File: config.mk
export PLATFORM = sky130hd
export DESIGN_NAME = terminal_escape_key_decoder
export DESIGN_NICKNAME = d
export VERILOG_FILES = /design/src/rtl/tekd_pkg.sv /design/src/rtl/tekd_match.sv /design/src/rtl/terminal_escape_key_decoder.sv
export SDC_FILE = /design/constraint.sdc
export NUM_CORES = 1
export LEC_CHECK = 0
export ABC_AREA = 1
export BUFFER_PORTS_ARGS = -buffer_cell sky130_fd_sc_hd__buf_2
export CAP_MARGIN = 40
export CORE_MARGIN = 8
export CORE_UTILIZATION = 45
export CTS_CLUSTER_DIAMETER = 60
export DETAILED_ROUTE_END_ITERATION = 16
export GPL_TIMING_DRIVEN = 0
export PLACE_DENSITY = 0.68
export SLEW_MARGIN = 30
export SYNTH_ARGS = -nofsm -noshare
export SYNTH_HDL_FRONTEND = slang
export SYNTH_HIERARCHICAL = 1
export SYNTH_SLANG_ARGS = --single-unit
File: constraint.sdc
create_clock -name clk -period 3.6 [get_ports clk]
set_clock_uncertainty 0.05 [all_clocks]
set_input_delay 0.18 -clock clk [delete_from_list [all_inputs] [get_ports clk]]
set_output_delay 0.18 -clock clk [all_outputs]
set_load 0.02 [all_outputs]
File: src/rtl/tekd_pkg.sv
// tekd_pkg: shared byte codes, key numbers and types for the escape key decoder
`timescale 1ns / 1ps

package tekd_pkg;

  // terminal byte codes
  localparam logic [7:0] BYTE_NUL   = 8'd0;
  localparam logic [7:0] BYTE_ETX   = 8'd3;
  localparam logic [7:0] BYTE_ESC   = 8'd27;
  localparam logic [7:0] BYTE_CSI   = 8'd91;
  localparam logic [7:0] BYTE_SS3   = 8'd79;
  localparam logic [7:0] BYTE_TILDE = 8'd126;
  localparam logic [7:0] BYTE_DEL   = 8'd127;

  // named key numbers
  localparam logic [7:0] KEY_UP    = 8'd0;
  localparam logic [7:0] KEY_DOWN  = 8'd1;
  localparam logic [7:0] KEY_RIGHT = 8'd2;
  localparam logic [7:0] KEY_LEFT  = 8'd3;
  localparam logic [7:0] KEY_END   = 8'd4;
  localparam logic [7:0] KEY_HOME  = 8'd5;
  localparam logic [7:0] KEY_F1    = 8'd6;
  localparam logic [7:0] KEY_INS   = 8'd10;
  localparam logic [7:0] KEY_DEL   = 8'd11;
  localparam logic [7:0] KEY_PGUP  = 8'd12;
  localparam logic [7:0] KEY_PGDN  = 8'd13;
  localparam logic [7:0] KEY_F7    = 8'd14;
  localparam logic [7:0] KEY_BKSP  = 8'd15;

  // sequence bookkeeping
  localparam logic [2:0] SEQ_EMPTY = 3'd0;
  localparam logic [2:0] SEQ_FULL  = 3'd6;
  localparam logic [2:0] SEQ_OVER  = 3'd7;

  // bytes 1..4 of an open sequence (byte 0 is always ESC)
  typedef logic [3:0][7:0] seq_buf_t;

  // decoder verdict for one byte
  typedef struct packed {
    logic       emit;
    logic       is_named;
    logic [7:0] key_value;
    logic [2:0] len_nxt;
    logic       store;
    logic [1:0] store_idx;
  } dec_t;

endpackage

File: src/rtl/tekd_match.sv
// tekd_match: per-byte escape sequence decode against the held sequence bytes
`timescale 1ns / 1ps

module tekd_match (
  input  logic               [7:0] rx_byte,
  input  logic               [2:0] seq_len,
  input  tekd_pkg::seq_buf_t       seq_buf,
  output tekd_pkg::dec_t           dec
);

  logic [2:0] pos;
  logic [2:0] len_new;
  logic [7:0] b1;
  logic [7:0] b2;
  logic [7:0] b3;
  logic [7:0] b4;

  assign b1 = seq_buf[0];
  assign b2 = seq_buf[1];
  assign b3 = seq_buf[2];
  assign b4 = seq_buf[3];

  // write position of this byte, with the over-length count clamped to SEQ_FULL
  assign pos     = (seq_len == tekd_pkg::SEQ_OVER) ? tekd_pkg::SEQ_FULL : seq_len;
  assign len_new = pos + 3'd1;

  // classify byte and match patterns at each length
  always_comb begin
    dec           = '0;
    dec.key_value = rx_byte;
    dec.len_nxt   = tekd_pkg::SEQ_EMPTY;
    dec.store_idx = 2'(pos - 3'd1);
    if (rx_byte == tekd_pkg::BYTE_NUL || rx_byte == tekd_pkg::BYTE_ETX) begin
      dec.emit = 1'b1;
    end else if (seq_len == tekd_pkg::SEQ_EMPTY && rx_byte != tekd_pkg::BYTE_ESC) begin
      dec.emit = 1'b1;
      if (rx_byte == tekd_pkg::BYTE_DEL) begin
        dec.is_named  = 1'b1;
        dec.key_value = tekd_pkg::KEY_BKSP;
      end
    end else begin
      dec.len_nxt = len_new;
      dec.store   = (pos >= 3'd1) && (pos <= 3'd4);
      case (len_new)
        3'd3: begin
          if (b1 == tekd_pkg::BYTE_CSI) begin
            case (rx_byte)
              8'd65: dec.key_value = tekd_pkg::KEY_UP;
              8'd66: dec.key_value = tekd_pkg::KEY_DOWN;
              8'd67: dec.key_value = tekd_pkg::KEY_RIGHT;
              8'd68: dec.key_value = tekd_pkg::KEY_LEFT;
              8'd70: dec.key_value = tekd_pkg::KEY_END;
              8'd72: dec.key_value = tekd_pkg::KEY_HOME;
              default: dec.key_value = rx_byte;
            endcase
            dec.emit = rx_byte inside {8'd65, 8'd66, 8'd67, 8'd68, 8'd70, 8'd72};
          end else if (b1 == tekd_pkg::BYTE_SS3 && rx_byte inside {[8'd80:8'd83]}) begin
            dec.emit      = 1'b1;
            dec.key_value = tekd_pkg::KEY_F1 + {6'd0, rx_byte[1:0]};
          end
        end
        3'd4: begin
          if (b1 == tekd_pkg::BYTE_CSI && rx_byte == tekd_pkg::BYTE_TILDE) begin
            case (b2)
              8'd50: dec.key_value = tekd_pkg::KEY_INS;
              8'd51: dec.key_value = tekd_pkg::KEY_DEL;
              8'd53: dec.key_value = tekd_pkg::KEY_PGUP;
              8'd54: dec.key_value = tekd_pkg::KEY_PGDN;
              default: dec.key_value = rx_byte;
            endcase
            dec.emit = b2 inside {8'd50, 8'd51, 8'd53, 8'd54};
          end
        end
        3'd5: begin
          if (b1 == tekd_pkg::BYTE_CSI && rx_byte == tekd_pkg::BYTE_TILDE) begin
            if (b2 == 8'd49 && b3 == 8'd56) begin
              dec.emit      = 1'b1;
              dec.key_value = tekd_pkg::KEY_F7;
            end else if (b2 == 8'd49 && b3 inside {8'd53, 8'd55, 8'd57}) begin
              dec.len_nxt = tekd_pkg::SEQ_EMPTY;
            end else if (b2 == 8'd50 && b3 inside {8'd48, 8'd49, 8'd51, 8'd52}) begin
              dec.len_nxt = tekd_pkg::SEQ_EMPTY;
            end
          end
        end
        3'd6: begin
          // shift/ctrl F1-F4 are swallowed
          if (b1 == tekd_pkg::BYTE_CSI && b2 == 8'd49 && b3 == 8'd59 &&
              b4 inside {8'd50, 8'd53} && rx_byte inside {[8'd80:8'd83]}) begin
            dec.len_nxt = tekd_pkg::SEQ_EMPTY;
          end
        end
        3'd7: dec.len_nxt = tekd_pkg::SEQ_EMPTY;
        default: dec.len_nxt = len_new;
      endcase
      if (dec.emit) begin
        dec.is_named = 1'b1;
        dec.len_nxt  = tekd_pkg::SEQ_EMPTY;
      end
    end
  end

endmodule

File: src/rtl/terminal_escape_key_decoder.sv
// terminal_escape_key_decoder: top level of the VT100/ANSI key sequence decoder
//
// Usage: one terminal byte per transaction enters on in_valid/in_ready/in_rx_byte.
// Each byte yields zero or one result on out_valid/out_ready with out_is_named
// and out_key_value: a plain character (is_named 0) or a key number (is_named 1).
// Bytes of an ESC sequence are held until a pattern matches, a silent pattern
// closes the sequence, a NUL or ETX byte arrives, or seven bytes have been seen.
// Path: an accepted byte is captured in the input register and decoded from it;
// its result, if any, is then held in the result register.
// Throughput: one byte per cycle while the receiver does not stall, as the input
// register is decoded combinationally against the four held sequence bytes and the length counter.
// Reset (rst_n low, synchronous) empties both pipeline registers and closes any
// open sequence; the held sequence bytes are not cleared.
// Receiver stall: the result register holds its transaction; the input register
// takes one more byte, then in_ready drops until the result is taken. A byte that
// yields no result still waits behind a stalled result to keep the order.
`timescale 1ns / 1ps

module terminal_escape_key_decoder (
  input  logic       clk,
  input  logic       rst_n,
  input  logic       in_valid,
  output logic       in_ready,
  input  logic [7:0] in_rx_byte,
  output logic       out_valid,
  input  logic       out_ready,
  output logic       out_is_named,
  output logic [7:0] out_key_value
);

  logic               s1_valid_r;
  logic [7:0]         s1_byte_r;
  logic [2:0]         seq_len_r;
  tekd_pkg::seq_buf_t seq_buf_r;
  logic               out_valid_r;
  logic               out_is_named_r;
  logic [7:0]         out_key_value_r;
  logic               out_free;
  logic               s1_go;
  tekd_pkg::dec_t     dec;

  // handshake
  assign out_free = !out_valid_r || out_ready;
  assign s1_go    = s1_valid_r && out_free;
  assign in_ready = !s1_valid_r || s1_go;

  // input register
  always_ff @(posedge clk) begin
    if (!rst_n) begin
      s1_valid_r <= 1'b0;
    end else if (in_ready) begin
      s1_valid_r <= in_valid;
    end
  end

  always_ff @(posedge clk) begin
    if (in_valid && in_ready) begin
      s1_byte_r <= in_rx_byte;
    end
  end

  // pattern decode
  tekd_match u_match (
    .rx_byte (s1_byte_r),
    .seq_len (seq_len_r),
    .seq_buf (seq_buf_r),
    .dec     (dec)
  );

  // sequence length
  always_ff @(posedge clk) begin
    if (!rst_n) begin
      seq_len_r <= tekd_pkg::SEQ_EMPTY;
    end else if (s1_go) begin
      seq_len_r <= dec.len_nxt;
    end
  end

  // held sequence bytes
  always_ff @(posedge clk) begin
    if (s1_go && dec.store) begin
      seq_buf_r[dec.store_idx] <= s1_byte_r;
    end
  end

  // result register
  always_ff @(posedge clk) begin
    if (!rst_n) begin
      out_valid_r <= 1'b0;
    end else if (out_free) begin
      out_valid_r <= s1_go && dec.emit;
    end
  end

  always_ff @(posedge clk) begin
    if (s1_go && dec.emit) begin
      out_is_named_r  <= dec.is_named;
      out_key_value_r <= dec.key_value;
    end
  end

  assign out_valid     = out_valid_r;
  assign out_is_named  = out_is_named_r;
  assign out_key_value = out_key_value_r;

  // the over-length count never persists
  a_len_bound: assert property (@(posedge clk) disable iff (!rst_n)
    seq_len_r != tekd_pkg::SEQ_OVER)
    else $error("sequence length register holds the over-length count");

  // named keys stay within the key table
  a_key_range: assert property (@(posedge clk) disable iff (!rst_n)
    out_valid_r && out_is_named_r |-> out_key_value_r <= tekd_pkg::KEY_BKSP)
    else $error("named key number out of range");

  // ESC and DEL never leave as plain characters
  a_plain_code: assert property (@(posedge clk) disable iff (!rst_n)
    out_valid_r && !out_is_named_r |->
      out_key_value_r != tekd_pkg::BYTE_ESC && out_key_value_r != tekd_pkg::BYTE_DEL)
    else $error("ESC or DEL emitted as plain character");

  // a byte blocked behind a stalled result keeps its place
  a_s1_hold: assert property (@(posedge clk) disable iff (!rst_n)
    s1_valid_r && !s1_go |=> s1_valid_r && $stable(s1_byte_r) && $stable(seq_len_r))
    else $error("blocked byte or sequence state changed");

endmodule
==> impl_metrics.toml, run 1 <==
[clock_tree]
post-cts-setup-buffer-count = 0
cts_sinks = 54
cts_root_buffer = "clkbuf_8"
cts_buffers = 5
h-tree-depth = 2
clock_path_buffers = 2
cts_tree = "done"
clk-insertion-delay-late_ps = 300
path_clk_slew_ps = 100

[placement]
io_buffers = 22
dp_hpwl_um = 4650
dpl_cell_area_um2 = 3240
place_congestion = 0.913

[drt]
wl_per_cell_um = 13.0
dr_wl_met2_um = 3020
m1WireLength_um = 2710
drc = 0
via_count = 2373
wl_met3_um = 281
via_per_inst = 5.02
drt_first_iter_violations = 127
first_pass_iters = 4
drtAntennaViolNets = 0
top_layer_used = "met4"
drt_wl_total_um = 6130

[layout]
areaGrowthSynthToFinish_pct = 13.1
n_antenna_cell = 0
layout.nets = 410
layout-drive-gt1-share_pct = 21.1
num-fill-cells = 634
final_area_um2 = 3430
regArea_um2 = 1570
multi_input_area_um2 = 1190
final_util_pct = 51.6

[power_and_ir_drop]
ir_worst_vdd_mv = 0.229
sequentialPowerShare_pct = 58.5
p_per_area_nw_per_um2 = 362
p_comb_share_pct = 13.1
intPower_w = 0.000924
swShare_pct = 25.5
switchingPower_w = 0.000316
p_leak_nw = 1.49
p_clk_share_pct = 28.4

[sta]
clock.fmax_mhz = 345
fin_setup_tns_ps = 0
slew_headroom_pct = 53.6
finalSetupViolCount = 0
hold_viol_final = 0
grt_setup_unrepaired = "no"
fin_crit_sh_pct = 80.6
slew_violations = 0
min_period_ps = 2900
tightest_slew_ps = 694

[synth]
async_flop_share_pct = 0
yosys_warnings = 6
synthTopCellsByArea = "edfxtp_1, nand2_1, nor2_1"
synthCells = 354
synth_seq_cells = 54
synth_edf_count = 49
synth-seq-area-share_pct = 51.9
synth_top_area_share_pct = 48.6
syn_area_um2 = 3030
synth.distinct_cells = 30
syn_nets = 372
ys.flop_type = "edfxtp_1"
synth.most_common_cell = "nand2_1"
avgSynthCellArea_um2 = 8.56
netlist_top_cells_count = "nand2_1, nor2_1, edfxtp_1, inv_1, nand3_1"
yosys.area.top_type = "edfxtp_1"

[critical_path]
setup.worst_path.start_class = "register"
worst-setup-path-type = "register to register"
crit_fanout = 6
required_ps = 3570
critPathArrivalTime_ps = 2870
worstSetupEndpointType = "register"

[hold_path]
hold_class = "input pin to register"

[global_routing]
grt-ovfl-total = 0
grtUsageTotal_pct = 13.4
grt_pass1_wl_um = 10500
grt_max_degree = 18
antenna_found_initial = 0
grt_pass1_vias = 2288

[floorplan]
die-area_um2 = 9620
core_area_um2 = 6640
die-width_um = 98.1
start_util_pct = 45.6
placement_rows = 30
io_pins = 23
fp.dieH_um = 98.1

[job]
drv_cap = 0

[status]
status = "finished clean"
sequential cells by signal (all words and copies together), names as in the netlist:
| register | count |
|---|---|
| out_is_named | 1 |
| out_key_value | 8 |
| out_valid | 1 |
| s1_byte_r | 8 |
| s1_valid_r | 1 |
| seq_buf_r | 32 |
| seq_len_r | 3 |
worst paths after layout:
kind,startpoint,end,slack [ps],cells past startpoint
worst min register to register,seq_len_r[0]$_SDFFE_PN0N_,seq_len_r[0]$_SDFFE_PN0N_,450,2
worst max register to register,seq_len_r[2]$_SDFFE_PN0N_,out_key_value[2]$_DFFE_PP_,700,13
worst max-delay path,seq_len_r[2]$_SDFFE_PN0N_,out_key_value[2]$_DFFE_PP_,700,13
worst min-delay path,rst_n,out_valid$_SDFFE_PN0P_,60,3
logic make-up (layout without fill, tap and decap cells):
group	after synthesis	after routing	synth area share [%]
and+or+nand+nor	202	202	31.5
buffers and inverters	67	106	8.92
DFF	54	54	51.9
AOI/OAI and AO/OA	24	24	4.71
adders and majority gates	6	6	2.48
xor gates and xnor gates	1	1	0.537
metrics by stage:
| step | hold slack (ps) | cells | total power (W) | setup slack (ps) |
|---|---|---|---|---|
| final | 60.5 | 473 | 0.00124 | 699 |
| after global routing | 66.1 | 473 | 0.00130 | 403 |
| after CTS | 0.569 | 471 | 0.00125 | 494 |
| after detailed placement | 308 | 456 | 0.000895 | 526 |
| after global placement | 307 | 456 | 0.000892 | 637 |
| after floorplan | 228 | 354 | 0.000851 | 1090 |
repair_timing:
item,CTS,global route
setup endpoints to repair,0,0
gates resized for setup,0,0
endpoints found under the hold margin,7,1
hold buffers,7,1
metal layers:
layer | vias up | global-route usage, %
met1 | 1090 | 15.9
met3 | 13 | 2.28
met5 | - | 0
li1 | 1208 | -
met2 | 62 | 23.9
met4 | 0 | 4.68
cells in the final DEF (no fill, tap or decap), types with 2 or more instances in the layout:
cell           instances
edfxtp_1              49
clkbuf_8               6
nand3_1               29
nand2_2               11
nand3_2                6
nor3_2                 4
nor3_1                 4
a21oi_1                9
o21ai_0                6
clkbuf_1               2
nand4_1                4
buf_4                  3
a21boi_2               2
inv_2                 11
inv_1                 49
nor2_2                 8
nand3_4                2
nand2_1               82
dfxtp_1                5
dlygate4sd3_1          8
o21ai_1                3
buf_2                 22
ha_1                   6
nor2_1                51
power groups by stage:
stage | sequential (W) | clock, W | combinational, W
final | 0.000726 | 0.000352 | 0.000162
after global routing | 0.000729 | 0.000386 | 0.000182
after CTS | 0.000727 | 0.000363 | 0.000160
after detailed placement | 0.000741 | 0 | 0.000154
after global placement | 0.000740 | 0 | 0.000152
after floorplan | 0.000741 | 0 | 0.000111
worst max-delay path: stages (launching register included):
cell and delay, ps:
dfxtp_1 380, a21oi_1 430, inv_1 210, ha_1 290, nand2_2 120, clkinv_2 90
nand2_1 70, nand3_1 120, nand2_1 100, inv_2 60, nand3_4 80, inv_1 60
nor2_1 330, buf_4 240
final cells by class:
type                            count  share of cell area (%)
Sequential cell                    54                    45.9
Multi-Input combinational cell    233                    34.7
Inverter                           62                    6.90
Timing Repair Buffer               31                    5.77
Tap cell                           80                    2.92
Clock buffer                        6                    2.41
Buffer                              5                   0.986
Clock inverter                      2                   0.475
Note: power is estimated with default switching activity, not from simulation.
==> run 2: changes to the inputs <==
==> constraint.sdc (replaced) <==
create_clock -name clk -period 2.9 [get_ports clk]
set_clock_uncertainty 0.05 [all_clocks]
set_input_delay 0.145 -clock clk [delete_from_list [all_inputs] [get_ports clk]]
set_output_delay 0.145 -clock clk [all_outputs]
set_load 0.02 [all_outputs]
==> run 2 against run 1 <==
- cell area grew 0.11%
- total power grew 25%
- die area is the same
- wire length grew 0.86%
- combinational power grew 25%
- critical path type unchanged
- largest cell class unchanged
- highest routed layer unchanged
==> impl_metrics.toml, run 2 (same netlist as run 1, synthesis figures left out) <==
[clock_tree]
clock_path_buffers = 2
cts_tree = "done"
path_clk_slew_ps = 100
clk-insertion-delay-late_ps = 300
cts_root_buffer = "clkbuf_8"
cts_sinks = 54
post-cts-setup-buffer-count = 0
h-tree-depth = 2
cts_buffers = 5

[layout]
largest_reg_flops = 32
areaGrowthSynthToFinish_pct = 13.2
final_util_pct = 51.6
n_antenna_cell = 0
final_cell_mix = "nand2_1, nor2_1, inv_1, edfxtp_1, nand3_1"
regMostFlops = "seq_buf_r"
layout-drive-gt1-share_pct = 21.4
finalNonFillerCells = 472
layout.nets = 409
final_common_cell = "nand2_1"

[sta]
slew_headroom_pct = 50.7
tightest_slew_ps = 737
finalSetupViolCount = 0
fin_crit_sh_pct = 91.1
clock.fmax_mhz = 379
min_period_ps = 2640
hold_viol_final = 0
grt_setup_unrepaired = "no"
slew_violations = 0

[critical_path]
setup.worst_path.start_class = "register"
crit_family = "simple AND/OR/NAND/NOR gates"
timing.rr.end = "seq_buf_r[17]$_DFFE_PP_"
path_common_cell = "nor2_1"
crit_fanout = 9
required_ps = 2790
cp.depth = 8
timing.rr.start = "s1_byte_r[3]$_DFFE_PP_"
worst-setup-path-type = "register to register"
crit_path_max_incr_delay_ps = 630
worstSetupEndpointType = "register"
path_buf_inv = 2
crit_chain = "inv_2 > nor2_1 > nand4_1 > nand3_2 > inv_1 > nor3_1 > nand3_1 > nor2_1"
ff2ff_path_depth = 8
critPathArrivalTime_ps = 2530
crit_slowest_cell = "edfxtp_1"
r2r_slack_ps = 260

[floorplan]
start_util_pct = 45.6
fp.dieH_um = 98.1
placement_rows = 30
core_area_um2 = 6640
die-area_um2 = 9620
io_pins = 23
die-width_um = 98.1

[hold_path]
hold_end = "out_valid$_SDFFE_PN0P_"
hold_class = "input pin to register"
holdPathStages = 3
hold_start = "rst_n"

[drt]
wl_per_cell_um = 13.1
via_per_inst = 4.96
drt_first_iter_violations = 148
via_count = 2341
first_pass_iters = 5
drtAntennaViolNets = 0
drt_wl_total_um = 6180
drc = 0

[power_and_ir_drop]
ir_worst_vdd_mv = 0.287
p_leak_nw = 1.49
p_per_area_nw_per_um2 = 450

[job]
drv_cap = 0

[placement]
placed_cells = 456
place_congestion = 0.913
io_buffers = 22
dp_hpwl_um = 4650

[global_routing]
grt-ovfl-total = 0
grt_max_degree = 18
grt_pass1_wl_um = 10600
grtUsageTotal_pct = 13.5
antenna_found_initial = 0
grt_pass1_vias = 2311

[status]
status = "finished clean"
[run 2: cell count changes in the layout (fill, tap and decap cells not counted)]
cell / change
nor2_4: +1
nor2_1: -1
a21oi_1: -1
a21oi_2: +1
buf_4: -1
[run 2: power breakdown]
| group | internal (W) | switching, W | total, W |
|---|---|---|---|
| clock network | 0.000197 | 0.000243 | 0.000440 |
| logic | 0.0000742 | 0.000128 | 0.000202 |
| registers | 0.000875 | 0.0000259 | 0.000901 |
[run 2: worst reg2reg max path, cell delays in order, from the launching register on]
cell	delay, ps
edfxtp_1	630
inv_2	110
nor2_1	150
nand4_1	150
nand3_2	160
inv_1	70
nor3_1	190
nand3_1	180
nor2_1	600
[run 2: layout make-up]
type	instances	area, µm²
clock inverters	2	16.3
clock buffers	6	82.6
multi-input cells	233	1200
well taps	80	100
plain buffers	5	33.8
inverters	62	236
flip-flops and latches	54	1570
repair buffers	30	190
fillers	638	3210
[run 2: how the worst max path moves through the flow]
| stage | startpoint | end | slack [ps] |
|---|---|---|---|
| floorplan | seq_len_r[2]$_SDFFE_PN0N_ | out_is_named$_DFFE_PP_ | 390 |
| detailed placement | seq_len_r[2]$_SDFFE_PN0N_ | out_key_value[2]$_DFFE_PP_ | -170 |
| global placement | seq_len_r[2]$_SDFFE_PN0N_ | out_key_value[7]$_DFFE_PP_ | -60 |
| CTS | seq_len_r[2]$_SDFFE_PN0N_ | out_key_value[2]$_DFFE_PP_ | 30 |
| global route | s1_byte_r[3]$_DFFE_PP_ | seq_buf_r[30]$_DFFE_PP_ | 100 |
| finish | s1_byte_r[3]$_DFFE_PP_ | seq_buf_r[17]$_DFFE_PP_ | 260 |
[run 2: repair_timing]
item,CTS,global route
endpoints found under the hold margin,8,0
setup endpoints to repair,9,9
gates resized for setup,1,2
hold buffers,8,0
[run 2: metal layers]
layer	up-vias	global-route usage (%)	wire, µm
li1	1203	-	-
met1	1068	16.1	2820
met2	64	23.8	3010
met3	6	2.28	280
met4	0	4.56	74
met5	-	0	0
[run 2: stage by stage]
stage | setup slack, ps | hold slack [ps] | instance area [µm²] | power [W] | setup TNS, ps
after floorplan | 393 | 193 | 3030 | 0.00106 | 0
final | 258 | 26.3 | 3430 | 0.00154 | 0
after global placement | -62.7 | 272 | 3240 | 0.00111 | -560
after global routing | 99.7 | 31.1 | 3430 | 0.00161 | 0
after CTS | 30.7 | 22.5 | 3420 | 0.00155 | 0
after detailed placement | -174 | 273 | 3240 | 0.00111 | -1560
